--- src/rtl/core/lpc_pkg.sv ---
`default_nettype none

package lpc_pkg;

  localparam int unsigned COLOR_COUNT_DEF = 8;
  localparam int unsigned NUM_REGS        = 8;
  localparam int unsigned IDX_W           = 3;
  localparam int unsigned CHAN_W          = 8;
  localparam int unsigned CHANNELS        = 3;
  localparam int unsigned COLOR_W         = CHAN_W * CHANNELS;
  localparam int unsigned TIME_W          = 32;
  localparam int unsigned ADDR_W          = 5;
  localparam int unsigned DATA_W          = 32;

  localparam int unsigned HOLD_MS         = 1000;
  localparam int unsigned PERIOD_MS       = 2000;
  localparam int unsigned PERIOD_SHIFT    = 4;
  localparam int unsigned REM_W           = 14;
  localparam int unsigned ELAP_W          = 11;
  localparam int unsigned FADE_W          = 10;
  localparam int unsigned PROD_W          = CHAN_W + FADE_W;

  localparam int unsigned FADE_SHIFT      = 3;
  localparam int unsigned FADE_M_W        = 16;
  localparam logic [FADE_M_W-1:0] FADE_DIV_M = 16'd33555;
  localparam int unsigned FADE_DIV_K      = 22;

  typedef logic [COLOR_W-1:0] color_t;

  typedef struct packed {
    logic [IDX_W-1:0]  idx;
    logic [IDX_W-1:0]  nidx;
    logic [FADE_W-1:0] fade;
  } phase_t;

endpackage

`default_nettype wire

--- src/rtl/core/lpc_regs.sv ---
`default_nettype none

module lpc_regs (
  input  wire logic                       clk,
  input  wire logic                       rst_n,
  input  wire logic                       cfg_psel,
  input  wire logic                       cfg_penable,
  input  wire logic                       cfg_pwrite,
  input  wire logic [lpc_pkg::ADDR_W-1:0] cfg_paddr,
  input  wire logic [lpc_pkg::DATA_W-1:0] cfg_pwdata,
  output logic      [lpc_pkg::DATA_W-1:0] cfg_prdata,
  output logic                            cfg_pready,
  output lpc_pkg::color_t                 palette [lpc_pkg::NUM_REGS]
);
  import lpc_pkg::*;

  color_t           palette_r [NUM_REGS];
  logic [IDX_W-1:0] reg_sel;
  logic             wr_en;

  assign reg_sel    = cfg_paddr[IDX_W+1:2];
  assign wr_en      = cfg_psel && cfg_penable && cfg_pwrite;
  assign cfg_pready = 1'b1;
  assign cfg_prdata = {{(DATA_W-COLOR_W){1'b0}}, palette_r[reg_sel]};

  always_ff @(posedge clk) begin
    if (!rst_n) begin
      for (int i = 0; i < NUM_REGS; i++) begin
        palette_r[i] <= '0;
      end
    end else if (wr_en) begin
      palette_r[reg_sel] <= cfg_pwdata[COLOR_W-1:0];
    end
  end

  always_comb begin
    for (int i = 0; i < NUM_REGS; i++) begin
      palette[i] = palette_r[i];
    end
  end

endmodule

`default_nettype wire

--- config.mk ---
export PLATFORM = sky130hd
export DESIGN_NAME = lpc_regs
export DESIGN_NICKNAME = d
export VERILOG_FILES = /design/src/rtl/core/lpc_pkg.sv /design/src/rtl/core/lpc_regs.sv
export SDC_FILE = /design/constraint.sdc
export NUM_CORES = 1
export LEC_CHECK = 0
export ABC_AREA = 1
export BUFFER_PORTS_ARGS = -buffer_cell sky130_fd_sc_hd__buf_2
export CAP_MARGIN = 0
export CORE_AREA = 2 2 143 145
export DETAILED_ROUTE_END_ITERATION = 12
export DIE_AREA = 0 0 145 147
export PLACE_DENSITY = 0.82
export SYNTH_ARGS = -nofsm -noshare
export SYNTH_HDL_FRONTEND = slang
export SYNTH_SLANG_ARGS = --single-unit
--- constraint.sdc ---
create_clock -name clk -period 2.1 [get_ports clk]
set_input_delay 0.315 -clock clk [delete_from_list [all_inputs] [get_ports clk]]
set_output_delay 0.315 -clock clk [all_outputs]
set_load 0.03 [all_outputs]
==> qor.yml <==
pwr:
  vdd_ir_drop_max_v: 0.000529
  power_density_nw_per_um2: 808
  power_switching_mw: 2.67
  clock_power_share_pct: 32.8
  leakage_nw: 5.44
  sw_frac_of_total_pct: 29.3
  combPwrFrac_pct: 17.3
  p_int_mw: 6.44
  p_seq_share_pct: 49.9
timing:
  post-route-min-period_ns: 1.88
  fin_tns_setup_ns: 0
  final_max_slew_viol_count: 0
  rsz0062_at_grt: "no"
  timing.final.ws_setup_ns: 0.223
  max_freq_mhz: 533
  fin_crit_sh_pct: 89.4
  final-setup-viol-count: 0
  hold_violations: 0
cts:
  h-tree-depth: 4
  cts_made_buffers: 17
  clk_pin_slew_ns: 0.07
  cts_tree: "done"
  cts_hold_buf: 0
  cts_sinks: 192
  clockBufferDepth: 2
  root_buffer: "clkbuf_16"
  post_cts_buffers: 0
  cts_resized: 0
yosys:
  yosysTopAreaCell: "edfxtp_1"
  synth-simple-area-share_pct: 31.0
  synth_mux_area_share_pct: 0
  synthDistinctLibCells: 18
  ys.flop_type: "edfxtp_1"
  synth_compound_area_share_pct: 0
  syn_inst: 994
  synth_xor_area_share_pct: 0
  synth_top_family_by_area: "simple AND/OR/NAND/NOR gates"
  synthMostInstantiatedCell: "nand2_1"
  ys_top_cells_by_count: "nand2_1 (490), nor2_1 (198), edfxtp_1 (192)"
  synth_top_cell_area_share_pct: 63.1
  synthAdderAreaFrac_pct: 0
  synth_edf_count: 192
  ys_ff_latch: 192
  synth-seq-area-share_pct: 63.1
  async_flop_share_pct: 0
  synth.area.top_cells: "edfxtp_1 (63%), nand2_1 (20%), nor2_1 (8.1%)"
  syn-cell-area_um2: 9140
  yosysWarnings: 0
  synth_area_per_cell_um2: 9.20
setup_path:
  critPathSlowestCell: "inv_4"
  end_kind: "primary output"
  crit_path_start_kind: "primary input"
  arrival_ns: 1.56
  cp.required_ns: 1.78
  path_cells: "buf_4, inv_4, buf_12, nand2_1, nand2_1, nand2_1, nand2_1, nand2_1, nand2_1, buf_2"
  cp_max_fo: 22
  cpMostUsedCell: "nand2_1"
  critPathKind: "in -> out"
  cp_slowest_stage_delay_ns: 0.22
floorplan:
  die_y_um: 147
  ios: 267
  die_w_um: 145
  dieArea_um2: 21300
  initial_core_util_pct: 46.1
  rows: 52
  core-area_um2: 19800
route:
  wl_per_cell_um: 18.3
  antenna_left: 0
  viasPerCell: 5.24
  remaining_drc_errors: 0
  wl_um: 28000
  vias: 8002
  first_pass_iters: 5
  drtIter0Drc: 738
placed_design:
  routabilityCongestion: 0.863
  hpwlAfterDp_um: 19100
  dp_cells: 1496
  dp_slack_ns: 0.235
  port_buffers: 247
flow_run:
  drv_cap: 0
cells_and_area:
  fill_cells: 1682
  biggestRegsByFlops: "palette_r: 192 flops"
  seqCellArea_um2: 5770
  drive_gt1_share_pct: 26.0
  final_util_pct: 56.8
  largest_reg_flops: 192
  nets: 1287
  antennaDiodeCount: 0
  top_register: "palette_r"
  fin_cells: 1528
  syn_to_final_growth_pct: 23.3
  multi_input_area_um2: 2870
run_status:
  outcome: "completed"
global_route:
  grt_max_degree: 57
  grt_antenna_before_repair: 0
  grt_pass1_wl_um: 41800
  grt_overflow: 0
  grt_pass1_vias: 7526
  grt_usage_pct: 25.8
min_path:
  hp-class: "in -> reg"
-- power groups by stage --
stage	Clock (mW)	Combinational, mW	Sequential [mW]
CTS	3.01	1.58	4.54
global route	3.19	1.67	4.56
global placement	0	1.55	4.62
floorplan	0	0.614	5.04
detailed placement	0	1.57	4.62
finish	2.99	1.58	4.54
-- logic make-up after synthesis --
kind of cell | count (synthesis)
other cells | 2
simple gates | 709
flops | 192
buf+inv | 91
-- per-stage QoR --
stage,instance area (um^2),power (mW),hold slack [ns]
detailed placement,10700,6.20,0.725
global route,11300,9.42,0.315
CTS,11300,9.13,0.283
floorplan,9170,5.66,0.603
finish,11300,9.11,0.303
global placement,10700,6.17,0.717
-- layout make-up --
class / instances / share of cell area [%]
well taps: 270 / 3.00
inverters: 28 / 0.955
clock inverters: 11 / 0.811
flip-flops and latches: 192 / 51.2
multi-input cells: 718 / 25.4
repair buffers: 288 / 14.7
clock buffers: 21 / 3.91
-- placed cells by master, fill, tap and decap left out --
master      synthesis  layout
clkbuf_1           14       4
clkinv_2            0       4
nand4_1             6       6
edfxtp_1          192     192
buf_12              0       9
buf_2              19     246
nor2_8              1       1
nand2_4             1       1
clkinvlp_4          0       1
nand3_1             4       4
conb_1              2       9
nand4_4             4       4
inv_4               0       1
nand3_4             4       4
bufinv_16           0       1
nor2_1            198     198
clkinv_4            0       2
buf_4              11      33
nor2_2              1       1
clkinv_1            0       2
inv_1              26      26
nand2_1           490     490
inv_2               2       1
clkbuf_16           0      17
inv_6               0       1
-- routing by layer --
metal	wire length [um]	GRT usage [%]	share of wire, %
met5	0	0	0
met4	854	11.5	3.0
met3	2780	4.69	9.9
met2	13800	43.2	49
met1	10500	32.9	38
-- worst max-delay path: cells and delay by family --
kind | cells | cell delay, ns
buf+inv | 4 | 0.79
simple gates | 6 | 0.44
-- worst paths after layout --
path	cells after the start	endpoint	slack [ns]	from
max	10	cfg_prdata[1]	0.22	cfg_paddr[2]
min	3	palette_r[7][23]	0.30	cfg_pwdata[23]
Note: power is estimated with default switching activity, not from simulation.
