### src/rtl/core/lpc_pkg.sv
`default_nettype none

package lpc_pkg;

  localparam int unsigned COLOR_COUNT_DEF = 8;
  localparam int unsigned NUM_REGS        = 8;
  localparam int unsigned IDX_W           = 3;
  localparam int unsigned CHAN_W          = 8;
  localparam int unsigned CHANNELS        = 3;
  localparam int unsigned COLOR_W         = CHAN_W * CHANNELS;
  localparam int unsigned TIME_W          = 32;
  localparam int unsigned ADDR_W          = 5;
  localparam int unsigned DATA_W          = 32;

  localparam int unsigned HOLD_MS         = 1000;
  localparam int unsigned PERIOD_MS       = 2000;
  localparam int unsigned PERIOD_SHIFT    = 4;
  localparam int unsigned REM_W           = 14;
  localparam int unsigned ELAP_W          = 11;
  localparam int unsigned FADE_W          = 10;
  localparam int unsigned PROD_W          = CHAN_W + FADE_W;

  localparam int unsigned FADE_SHIFT      = 3;
  localparam int unsigned FADE_M_W        = 16;
  localparam logic [FADE_M_W-1:0] FADE_DIV_M = 16'd33555;
  localparam int unsigned FADE_DIV_K      = 22;

  typedef logic [COLOR_W-1:0] color_t;

  typedef struct packed {
    logic [IDX_W-1:0]  idx;
    logic [IDX_W-1:0]  nidx;
    logic [FADE_W-1:0] fade;
  } phase_t;

endpackage

`default_nettype wire

### src/rtl/core/lpc_blend.sv
`default_nettype none

module lpc_blend (
  input  wire logic                  clk,
  input  wire logic                  rst_n,
  input  wire logic                  ph_valid,
  output logic                       ph_stall,
  input  wire lpc_pkg::phase_t       ph,
  input  wire lpc_pkg::color_t       palette [lpc_pkg::NUM_REGS],
  output logic                       out_valid,
  input  wire logic                  out_stall,
  output logic [lpc_pkg::CHAN_W-1:0] out_red,
  output logic [lpc_pkg::CHAN_W-1:0] out_green,
  output logic [lpc_pkg::CHAN_W-1:0] out_blue,
  output logic [lpc_pkg::IDX_W-1:0]  out_palette_index
);
  import lpc_pkg::*;

  localparam int unsigned X_W = PROD_W - FADE_SHIFT;

  color_t                    cur_col;
  color_t                    nxt_col;
  logic [CHAN_W-1:0]         cur_ch   [CHANNELS];
  logic [CHAN_W-1:0]         nxt_ch   [CHANNELS];
  logic [CHAN_W-1:0]         delta    [CHANNELS];
  logic [CHAN_W-1:0]         e_cur_r  [CHANNELS];
  logic                      e_up_r   [CHANNELS];
  logic [PROD_W-1:0]         e_prod_r [CHANNELS];
  logic [PROD_W-1:0]         e_prod_nxt [CHANNELS];
  logic [IDX_W-1:0]          e_idx_r;
  logic                      e_valid_r;
  logic [X_W+FADE_M_W-1:0]   f_quo_w  [CHANNELS];
  logic [CHAN_W-1:0]         f_step   [CHANNELS];
  logic [CHAN_W-1:0]         f_res    [CHANNELS];
  logic [CHAN_W-1:0]         out_ch_r [CHANNELS];
  logic [IDX_W-1:0]          out_idx_r;
  logic                      out_valid_r;
  logic                      e_ready;
  logic                      f_ready;

  assign f_ready  = !out_valid_r || !out_stall;
  assign e_ready  = !e_valid_r || f_ready;
  assign ph_stall = !e_ready;

  assign cur_col = palette[ph.idx];
  assign nxt_col = palette[ph.nidx];

  // Lane 0 is red, lane 1 green, lane 2 blue.
  always_comb begin
    for (int i = 0; i < CHANNELS; i++) begin
      cur_ch[i]     = cur_col[COLOR_W-1-i*CHAN_W -: CHAN_W];
      nxt_ch[i]     = nxt_col[COLOR_W-1-i*CHAN_W -: CHAN_W];
      delta[i]      = (nxt_ch[i] > cur_ch[i]) ? (nxt_ch[i] - cur_ch[i])
                                              : (cur_ch[i] - nxt_ch[i]);
      e_prod_nxt[i] = delta[i] * ph.fade;
    end
  end

  // Division by one thousand: drop three bits, then multiply by the reciprocal of 125.
  always_comb begin
    for (int i = 0; i < CHANNELS; i++) begin
      f_quo_w[i] = e_prod_r[i][PROD_W-1:FADE_SHIFT] * FADE_DIV_M;
      f_step[i]  = f_quo_w[i][FADE_DIV_K +: CHAN_W];
      f_res[i]   = e_up_r[i] ? (e_cur_r[i] + f_step[i]) : (e_cur_r[i] - f_step[i]);
    end
  end

  always_ff @(posedge clk) begin
    if (!rst_n) begin
      e_valid_r   <= 1'b0;
      out_valid_r <= 1'b0;
    end else begin
      if (e_ready) begin
        e_valid_r <= ph_valid;
      end
      if (f_ready) begin
        out_valid_r <= e_valid_r;
      end
    end
  end

  always_ff @(posedge clk) begin
    if (e_ready) begin
      e_idx_r <= ph.idx;
      for (int i = 0; i < CHANNELS; i++) begin
        e_cur_r[i]  <= cur_ch[i];
        e_up_r[i]   <= nxt_ch[i] > cur_ch[i];
        e_prod_r[i] <= e_prod_nxt[i];
      end
    end
    if (f_ready) begin
      out_idx_r <= e_idx_r;
      for (int i = 0; i < CHANNELS; i++) begin
        out_ch_r[i] <= f_res[i];
      end
    end
  end

  assign out_valid         = out_valid_r;
  assign out_red           = out_ch_r[0];
  assign out_green         = out_ch_r[1];
  assign out_blue          = out_ch_r[2];
  assign out_palette_index = out_idx_r;

endmodule

`default_nettype wire

### config.mk
export PLATFORM = sky130hd
export DESIGN_NAME = lpc_blend
export DESIGN_NICKNAME = d
export VERILOG_FILES = /design/src/rtl/core/lpc_pkg.sv /design/src/rtl/core/lpc_blend.sv
export SDC_FILE = /design/constraint.sdc
export NUM_CORES = 1
export LEC_CHECK = 0
export BUFFER_PORTS_ARGS = -buffer_cell sky130_fd_sc_hd__buf_2
export CAP_MARGIN = 30
export CELL_PAD_IN_SITES_DETAIL_PLACEMENT = 0
export CELL_PAD_IN_SITES_GLOBAL_PLACEMENT = 1
export CORE_MARGIN = 2
export CORE_UTILIZATION = 34
export CTS_CLUSTER_SIZE = 28
export DETAILED_ROUTE_END_ITERATION = 8
export PLACE_DENSITY = 0.61
export REMOVE_ABC_BUFFERS = 1
export SETUP_SLACK_MARGIN = 0.2
export SLEW_MARGIN = 30
export SYNTH_ARGS = -nofsm -noshare
export SYNTH_HDL_FRONTEND = slang
export SYNTH_SLANG_ARGS = --single-unit
### constraint.sdc
create_clock -name clk -period 14.8 [get_ports clk]
set_input_delay 0.74 -clock clk [delete_from_list [all_inputs] [get_ports clk]]
set_output_delay 0.74 -clock clk [all_outputs]
set_load 0.01 [all_outputs]
==> results of run 1 <==
worst paths after layout:
path / start / endpoint / slack [ns] / cells past startpoint
setup reg to reg: e_prod_r[0][53]$_DFFE_PN_ / out_ch_r[0][23]$_DFFE_PP_ / 7.50 / 27
setup / recovery: ph[10] / e_prod_r[0][17]$_DFFE_PN_ / 5.98 / 29
hold / removal: e_idx_r[1]$_DFFE_PN_ / out_palette_index[1]$_DFFE_PP_ / 0.43 / 0
hold reg to reg: e_idx_r[1]$_DFFE_PN_ / out_palette_index[1]$_DFFE_PP_ / 0.43 / 0
cell type report:
| type | instances | area (µm²) |
|---|---|---|
| Sequential cell | 104 | 3100 |
| Tap cell | 969 | 1210 |
| Inverter | 536 | 2010 |
| Fill cell | 7467 | 46100 |
| Antenna cell | 3 | 7.51 |
| Multi-Input combinational cell | 1801 | 20000 |
| Clock buffer | 9 | 225 |
| Timing Repair Buffer | 252 | 1340 |
| Clock inverter | 7 | 85.1 |
per-layer routing:
| layer | global-route usage | wire, µm |
|---|---|---|
| met1 | 0.225 | 29300 |
| met3 | 0.0223 | 2230 |
| met4 | 0.0421 | 1390 |
| met2 | 0.287 | 29900 |
| met5 | 0 | 0 |
per-stage QoR:
stage	instance area (µm²)	instances	worst slack (ns)
2_1_floorplan	25100	2441	6.92
3_3_place_gp	27600	3660	5.56
3_5_place_dp	27600	3661	5.42
4_1_cts	27900	3677	5.82
5_1_grt	28000	3679	5.37
6_report	28000	3681	5.98
cells in the mapped netlist (45+ instances only):
| cell | instances | area [µm²] |
|---|---|---|
| sky130_fd_sc_hd__and2_1 | 85 | 532 |
| sky130_fd_sc_hd__nor2b_1 | 59 | 369 |
| sky130_fd_sc_hd__nor2_1 | 67 | 251 |
| sky130_fd_sc_hd__inv_1 | 536 | 2010 |
| sky130_fd_sc_hd__xnor2_1 | 78 | 683 |
| sky130_fd_sc_hd__a21oi_1 | 68 | 340 |
| sky130_fd_sc_hd__mux4_2 | 96 | 2160 |
| sky130_fd_sc_hd__ha_1 | 513 | 6420 |
| sky130_fd_sc_hd__fa_1 | 255 | 5100 |
| sky130_fd_sc_hd__nand2_1 | 97 | 364 |
| sky130_fd_sc_hd__o21ai_0 | 45 | 225 |
| sky130_fd_sc_hd__edfxtp_1 | 102 | 3060 |
| sky130_fd_sc_hd__mux2i_1 | 63 | 631 |
registers in the layout (all words and copies together), names as in the netlist:
register,flops
e_idx_r,3
e_cur_r,24
out_palette_index,3
e_up_r,3
out_valid,1
e_valid_r,1
e_prod_r,45
out_ch_r,24
logic make-up (layout without fill, tap and decap cells):
logic type / count (synthesis) / after routing / synth area share
flops: 104 / 104 / 0.122
simple gates: 468 / 468 / 0.0996
other cells: 0 / 3 / 0
buf+inv: 591 / 804 / 0.0894
fa+ha+maj: 768 / 768 / 0.455
mux: 167 / 167 / 0.114
compound gates: 290 / 290 / 0.0822
xor+xnor: 108 / 108 / 0.0379
worst max-delay path: cells and delay by family:
kind | cells | cell delay (ns)
xor gates and xnor gates | 1 | 0.66
muxes | 3 | 1.13
and+or+nand+nor | 2 | 0.32
buffers and inverters | 5 | 0.77
adders and majority gates | 6 | 2.66
AOI/OAI and AO/OA | 12 | 2.61
==> results_dict.tcl, run 1 <==
set metrics [dict create \
    grt-ovfl-total 0 \
    gp_congestion 0.906 \
    postSynth.asyncResetShare 0 \
    grt_setup_unrepaired "false" \
    synth_cells 2496 \
    grt_pass1_wl_um 103000 \
    coreArea_mm2 0.0741 \
    cts.path.max_buffers 2 \
    cap_viol_max_count 0 \
    seq_total_area_yosys 0.122 \
    clock_sinks 104 \
    area_enclosed_by_the_die_boundary_mm2 0.0767 \
    synth-warning-count 0 \
    grtUsageTotal 0.168 \
    timing.setup.critical_path_class "input port to flip-flop" \
    placement_rows 100 \
    cts_tree "yes" \
    clk_transition_reported_paths_ns 0.10 \
    layout-area-overhead-vs-synth_pct 10.4 \
    detailedPlacementHpwl_um 54200 \
    grt_max_degree 73 \
    fin_worst_skew_ns 0.0229 \
    count_of_routing_violations_after_the_opening_detailed_route_iteration 722 \
    critical-path-slowest-cell "sky130_fd_sc_hd__xnor2_1" \
    syn_area_per_cell_um2 10.2 \
    worst_skew_pair.late_latency_ns 0.40 \
    finalNetCount 3684 \
    worstSetupEndpointType "flip-flop" \
    fmax_ghz 0.113 \
    finish.utilization 0.378 \
    synth_ff_type "sky130_fd_sc_hd__edfxtp_1" \
    timing.final.setup_violations 0 \
    cts_htree_levels 3 \
    finalHoldViolCount 0 \
    numPortBuffers 240 \
    start_kind "input port" \
    synth.ff_latch_count 104 \
    slew_headroom 0.378 \
    totalNegativeSetupSlack_ns 0 \
    drc_errors 0 \
    final_common_cell "sky130_fd_sc_hd__inv_1" \
    required_ns 14.95 \
    starting_density_of_the_core 0.342 \
    ctsRootBufferMaster "sky130_fd_sc_hd__clkbuf_16" \
    critPathMaxStageDelay_ns 0.66 \
    via_count_of_the_first_global_routing_pass 19400 \
    timing_max_transition_violations_final 0 \
    antenna_found_initial 3 \
    dieWidth_um 277 \
    cts_setup_buffers 0 \
    hold_class "flip-flop to flip-flop" \
    worst-endpoint-arrival_ns 8.97 \
    post_synth_edffs 102 \
    cell_repeated_most_along_the_worst_path "sky130_fd_sc_hd__fa_1" \
    drtAntennaViolNets 0 \
    worst_slew_pin_slew_ns 0.927 \
    worst-path-max-fanout 48 \
    outcome "complete, no violations" \
    cts_buffers 9 \
    drt_first_pass_iters 4 \
    layout.cells.most_common_list "536 x sky130_fd_sc_hd__inv_1, 513 x sky130_fd_sc_hd__ha_1, 255 x sky130_fd_sc_hd__fa_1" \
    cts-resized-gates 0 \
    holdBufCountCts 0 \
    final_period_util 0.596 \
    layout-drive-gt1-share 0.152 \
    wl_um 62900 \
    ys_types 87 \
    count_of_vias_placed_by_the_detailed_router 18300 \
    route.detailed.vias_per_inst 4.97 \
    final.hold.worst_slack_ns 0.433 \
    post_synth_instance_area_mm2 0.0253 \
    chipHeight_um 277 \
    routed_wire_length_per_instance_um 17.1 \
    pin_count 241 \
    finalWorstPathRequiredPeriod_ns 8.82 \
]
Power of run 1 is left out: the tool's default activity adds up to more than one toggle a clock period on the data nets, which glitch-free logic cannot reach.
==> run 2, diff against run 1 <==
clock period = 8.5 ns   (was 14.8 ns; I/O delays follow)
==> run 2 against run 1 <==
  * Routed wire length about the same
  * Clock-buffer cell count stayed put
  * Die area did not move
  * Clock skew shrank 0.0049 ns
  * Critical path depth grew 2
  * Flip-flop and latch count unchanged
  * First-iteration DRC count grew 1.8%
  * Cell area is 1.4% higher
  * Non-clock buffer count increased by 40
  * Register-to-register slack got worse by 6.1 ns
  * Critical path type unchanged
==> results_dict.tcl, run 2 (same netlist as run 1, synthesis figures left out) <==
set metrics [dict create \
    outcome "complete, no violations" \
    coreArea_mm2 0.0741 \
    antenna_found_initial 7 \
    max_ffs_per_register 45 \
    clk_transition_reported_paths_ns 0.08 \
    cap_viol_max_count 0 \
    cts.path.max_buffers 2 \
    hold_class "input port to flip-flop" \
    required_ns 8.65 \
    grt_setup_unrepaired "false" \
    totalNegativeSetupSlack_ns 0 \
    seqCellArea_mm2 0.00310 \
    cts_buffers 9 \
    worst-path-max-fanout 26 \
    routed_wire_length_per_instance_um 16.9 \
    critPathMaxStageDelay_ns 0.54 \
    placement_rows 100 \
    route.detailed.vias_per_inst 4.93 \
    area_enclosed_by_the_die_boundary_mm2 0.0767 \
    fmax_ghz 0.127 \
    fillcell_total 7363 \
    finalHoldViolCount 0 \
    grt_pass1_wl_um 103000 \
    clock_sinks 104 \
    largest_regs "e_prod_r x45, e_cur_r x24, out_ch_r x24" \
    via_count_of_the_first_global_routing_pass 19700 \
    count_of_vias_placed_by_the_detailed_router 18300 \
    grt_max_degree 77 \
    final.hold.worst_slack_ns 0.241 \
    final_period_util 0.925 \
    cts_htree_levels 3 \
    drt_first_pass_iters 5 \
    ctsRootBufferMaster "sky130_fd_sc_hd__clkbuf_16" \
    multiInputGateArea_mm2 0.0200 \
    timing.final.setup_violations 0 \
    drc_errors 0 \
    timing.setup.critical_path_class "input port to flip-flop" \
    final_common_cell "sky130_fd_sc_hd__inv_1" \
    numPortBuffers 240 \
    count_of_routing_violations_after_the_opening_detailed_route_iteration 735 \
    cell_repeated_most_along_the_worst_path "sky130_fd_sc_hd__fa_1" \
    slew_headroom 0.367 \
    critical-path-slowest-cell "sky130_fd_sc_hd__mux4_2" \
    dieWidth_um 277 \
    fin_worst_skew_ns 0.0181 \
    grtUsageTotal 0.168 \
    start_kind "input port" \
    worst_slew_pin_slew_ns 0.935 \
    chipHeight_um 277 \
    drtAntennaViolNets 0 \
    layout.cells.most_common_list "536 x sky130_fd_sc_hd__inv_1, 513 x sky130_fd_sc_hd__ha_1, 255 x sky130_fd_sc_hd__fa_1" \
    worstSetupEndpointType "flip-flop" \
    finalWorstPathRequiredPeriod_ns 7.86 \
    finalNetCount 3724 \
    layout-drive-gt1-share 0.168 \
    layout-area-overhead-vs-synth_pct 11.9 \
    cts_tree "yes" \
    wl_um 62900 \
    largest_register "e_prod_r" \
    pin_count 241 \
    detailedPlacementHpwl_um 54200 \
    timing_max_transition_violations_final 0 \
    starting_density_of_the_core 0.342 \
    worst-endpoint-arrival_ns 8.01 \
    gp_congestion 0.879 \
    grt-ovfl-total 0 \
    worst_skew_pair.late_latency_ns 0.40 \
]
[run 2: final cells by class]
type,instances,area share
well taps,969,0.0427
flip-flops and latches,104,0.109
repair buffers,292,0.0586
clock buffers,9,0.00794
clock inverters,7,0.00331
inverters,536,0.0709
multi-input cells,1801,0.707
diodes,6,0.000529
[run 2: per-stage QoR]
| step | cells | setup WS [ns] | instance area [µm²] | util |
|---|---|---|---|---|
| finish | 3724 | 0.636 | 28400 | 0.383 |
| detailed placement | 3700 | -0.00308 | 28000 | 0.378 |
| global route | 3722 | 0.207 | 28400 | 0.383 |
| floorplan | 2441 | 0.939 | 25100 | - |
| global placement | 3699 | 0.200 | 27900 | 0.377 |
| CTS | 3716 | 0.452 | 28300 | 0.382 |
[run 2: metal layers]
layer  GRT usage  wire length (µm)
met1       0.216             29000
met2       0.295             30300
met3      0.0243              2320
met4      0.0446              1280
met5           0                 0
[run 2: worst max-delay path, delay by kind of cell]
family / cells / cell delay [ns]
adder cells (fa/ha/maj): 7 / 2.91
AO/OA/AOI/OAI: 12 / 2.57
multiplexers: 3 / 1.03
buffers and inverters: 6 / 0.60
AND/OR/NAND/NOR: 2 / 0.26
XOR/XNOR: 1 / 0.20
[run 2: final timing paths]
path	startpoint	to	slack, ns	depth (start not counted)
max reg2reg	e_prod_r[0][16]$_DFFE_PN_	out_ch_r[0][7]$_DFFE_PP_	1.36	30
min	ph_valid	e_valid_r$_SDFFE_PN0N_	0.24	2
min reg2reg	e_idx_r[1]$_DFFE_PN_	out_palette_index[1]$_DFFE_PP_	0.44	0
max	ph[10]	e_prod_r[0][17]$_DFFE_PN_	0.64	31
[run 2: timing repair]
item | 4_1_cts | 5_1_grt
buffers inserted | 0 | 2
endpoints found under the setup margin | 0 | 11
hold buffers | 0 | 0
gates resized for setup | 0 | 13
Power of run 2 is left out for the same reason.
==> run 3, diff against run 2 <==
PLACE_DENSITY = 0.66   (was 0.61)
==> run 3 against run 2 <==
  * Critical path depth unchanged
  * Setup slack improved by 0.066 ns
  * Global-route usage decreased by 0.33 points
  * Clock skew grew 0.0043 ns
  * First-iteration DRC count is 0.54% lower
  * Cell area is 0.20% lower
  * Largest cell class unchanged
==> results_dict.tcl, run 3 (same netlist as run 1, synthesis figures left out) <==
set metrics [dict create \
    outcome "complete, no violations" \
    layout.cells.most_common_list "536 x sky130_fd_sc_hd__inv_1, 513 x sky130_fd_sc_hd__ha_1, 255 x sky130_fd_sc_hd__fa_1" \
    worst-endpoint-arrival_ns 7.94 \
    final_period_util 0.917 \
    start_kind "input port" \
    cts_buffers 9 \
    worst-path-max-fanout 22 \
    layout-drive-gt1-share 0.164 \
    numPortBuffers 240 \
    cp-startpoint "ph[10]" \
    area_enclosed_by_the_die_boundary_mm2 0.0767 \
    fin_worst_skew_ns 0.0224 \
    clk_transition_reported_paths_ns 0.08 \
    reg2reg_depth 30 \
    worst-path-stages 31 \
    coreArea_mm2 0.0741 \
    timing_max_transition_violations_final 0 \
    drt_first_pass_iters 5 \
    grt_max_degree 70 \
    critPathBufInv 6 \
    via_count_of_the_first_global_routing_pass 19700 \
    grt-ovfl-total 0 \
    grt_setup_unrepaired "true" \
    worst_skew_pair.late_latency_ns 0.40 \
    multiInputGateArea_mm2 0.0200 \
    detailedPlacementHpwl_um 53400 \
    finalHoldViolCount 0 \
    clock_sinks 104 \
    finalNetCount 3713 \
    gr-max-usage-layer "met2" \
    grt_pass1_wl_um 102000 \
    reg2reg_from "e_prod_r[0][16]$_DFFE_PN_" \
    route.detailed.vias_per_inst 4.95 \
    slew_headroom 0.342 \
    grt_util_met2 0.286 \
    wl_um 61800 \
    largest_regs "e_prod_r x45, e_cur_r x24, out_ch_r x24" \
    met3_usage 0.0202 \
    count_of_vias_placed_by_the_detailed_router 18400 \
    grtUsageTotal 0.165 \
    final.hold.worst_slack_ns 0.251 \
    final_common_cell "sky130_fd_sc_hd__inv_1" \
    holdBufCountCts 0 \
    routed_wire_length_per_instance_um 16.7 \
    dieWidth_um 277 \
    ctsRootBufferMaster "sky130_fd_sc_hd__clkbuf_16" \
    cap_viol_max_count 0 \
    drc_errors 0 \
    critical_path.top_delay_family "adder cells" \
    rr_endpoint "out_ch_r[0][7]$_DFFE_PP_" \
    reg2reg_slack_ns 1.37 \
    worst_hold_path.num_cells 2 \
    dp_slack_ns 0.154 \
    seqCellArea_mm2 0.00310 \
    layout-area-overhead-vs-synth_pct 11.7 \
    chipHeight_um 277 \
    worst_slew_pin_slew_ns 0.980 \
    placement_rows 100 \
    fillcell_total 7461 \
    worstHoldStart "ph_valid" \
    timing.setup.critical_path_class "input port to flip-flop" \
    totalNegativeSetupSlack_ns 0 \
    fmax_ghz 0.128 \
    starting_density_of_the_core 0.342 \
    timing.final.setup_violations 0 \
    worstSetupEndpointType "flip-flop" \
    gp_congestion 0.912 \
    cts_setup_buffers 0 \
    setup_slack_ns 0.702 \
    critPathMaxStageDelay_ns 0.51 \
    max_ffs_per_register 45 \
    finish.utilization 0.382 \
    hold_class "input port to flip-flop" \
    count_of_routing_violations_after_the_opening_detailed_route_iteration 731 \
    drtAntennaViolNets 0 \
    largest_register "e_prod_r" \
    required_ns 8.65 \
    cts_tree "yes" \
    cts.path.max_buffers 2 \
    cts_htree_levels 3 \
    cell_repeated_most_along_the_worst_path "sky130_fd_sc_hd__fa_1" \
    worst_hold_path.endpoint "e_valid_r$_SDFFE_PN0N_" \
    critical-path-slowest-cell "sky130_fd_sc_hd__mux4_2" \
    ant_cells 0 \
    pin_count 241 \
    global_route.usage.met1 0.220 \
    finalWorstPathRequiredPeriod_ns 7.80 \
    cts-resized-gates 0 \
    antenna_found_initial 9 \
]
-- run 3: cell type report --
type | count | area share
well taps | 969 | 0.0428
repair buffers | 281 | 0.0573
inverters | 536 | 0.0711
multi-input cells | 1801 | 0.708
flip-flops and latches | 104 | 0.110
clock buffers | 9 | 0.00796
clock inverters | 7 | 0.00340
-- run 3: layer usage --
| layer | share of wire | routed length (µm) | vias up |
|---|---|---|---|
| met5 | 0.00087 | 54 | - |
| met4 | 0.015 | 907 | 8 |
| met3 | 0.043 | 2670 | 44 |
| met2 | 0.48 | 29400 | 460 |
| met1 | 0.47 | 28800 | 8910 |
| li1 | - | - | 8945 |
-- run 3: worst max-delay path by stage --
stage	endpoint	slack (ns)
5_1_grt	e_prod_r[0][52]$_DFFE_PN_	0.20
3_5_place_dp	e_prod_r[0][52]$_DFFE_PN_	0.15
2_1_floorplan	e_prod_r[0][52]$_DFFE_PN_	0.94
6_report	e_prod_r[0][17]$_DFFE_PN_	0.70
3_3_place_gp	e_prod_r[0][17]$_DFFE_PN_	0.25
4_1_cts	e_prod_r[0][52]$_DFFE_PN_	0.54
-- run 3: metrics by stage --
stage               cell area (µm²)  std cells
floorplan                     25100       2441
global placement              27900       3690
detailed placement            27900       3690
CTS                           28200       3706
global route                  28300       3707
finish                        28300       3707
Power of run 3 is left out for the same reason.
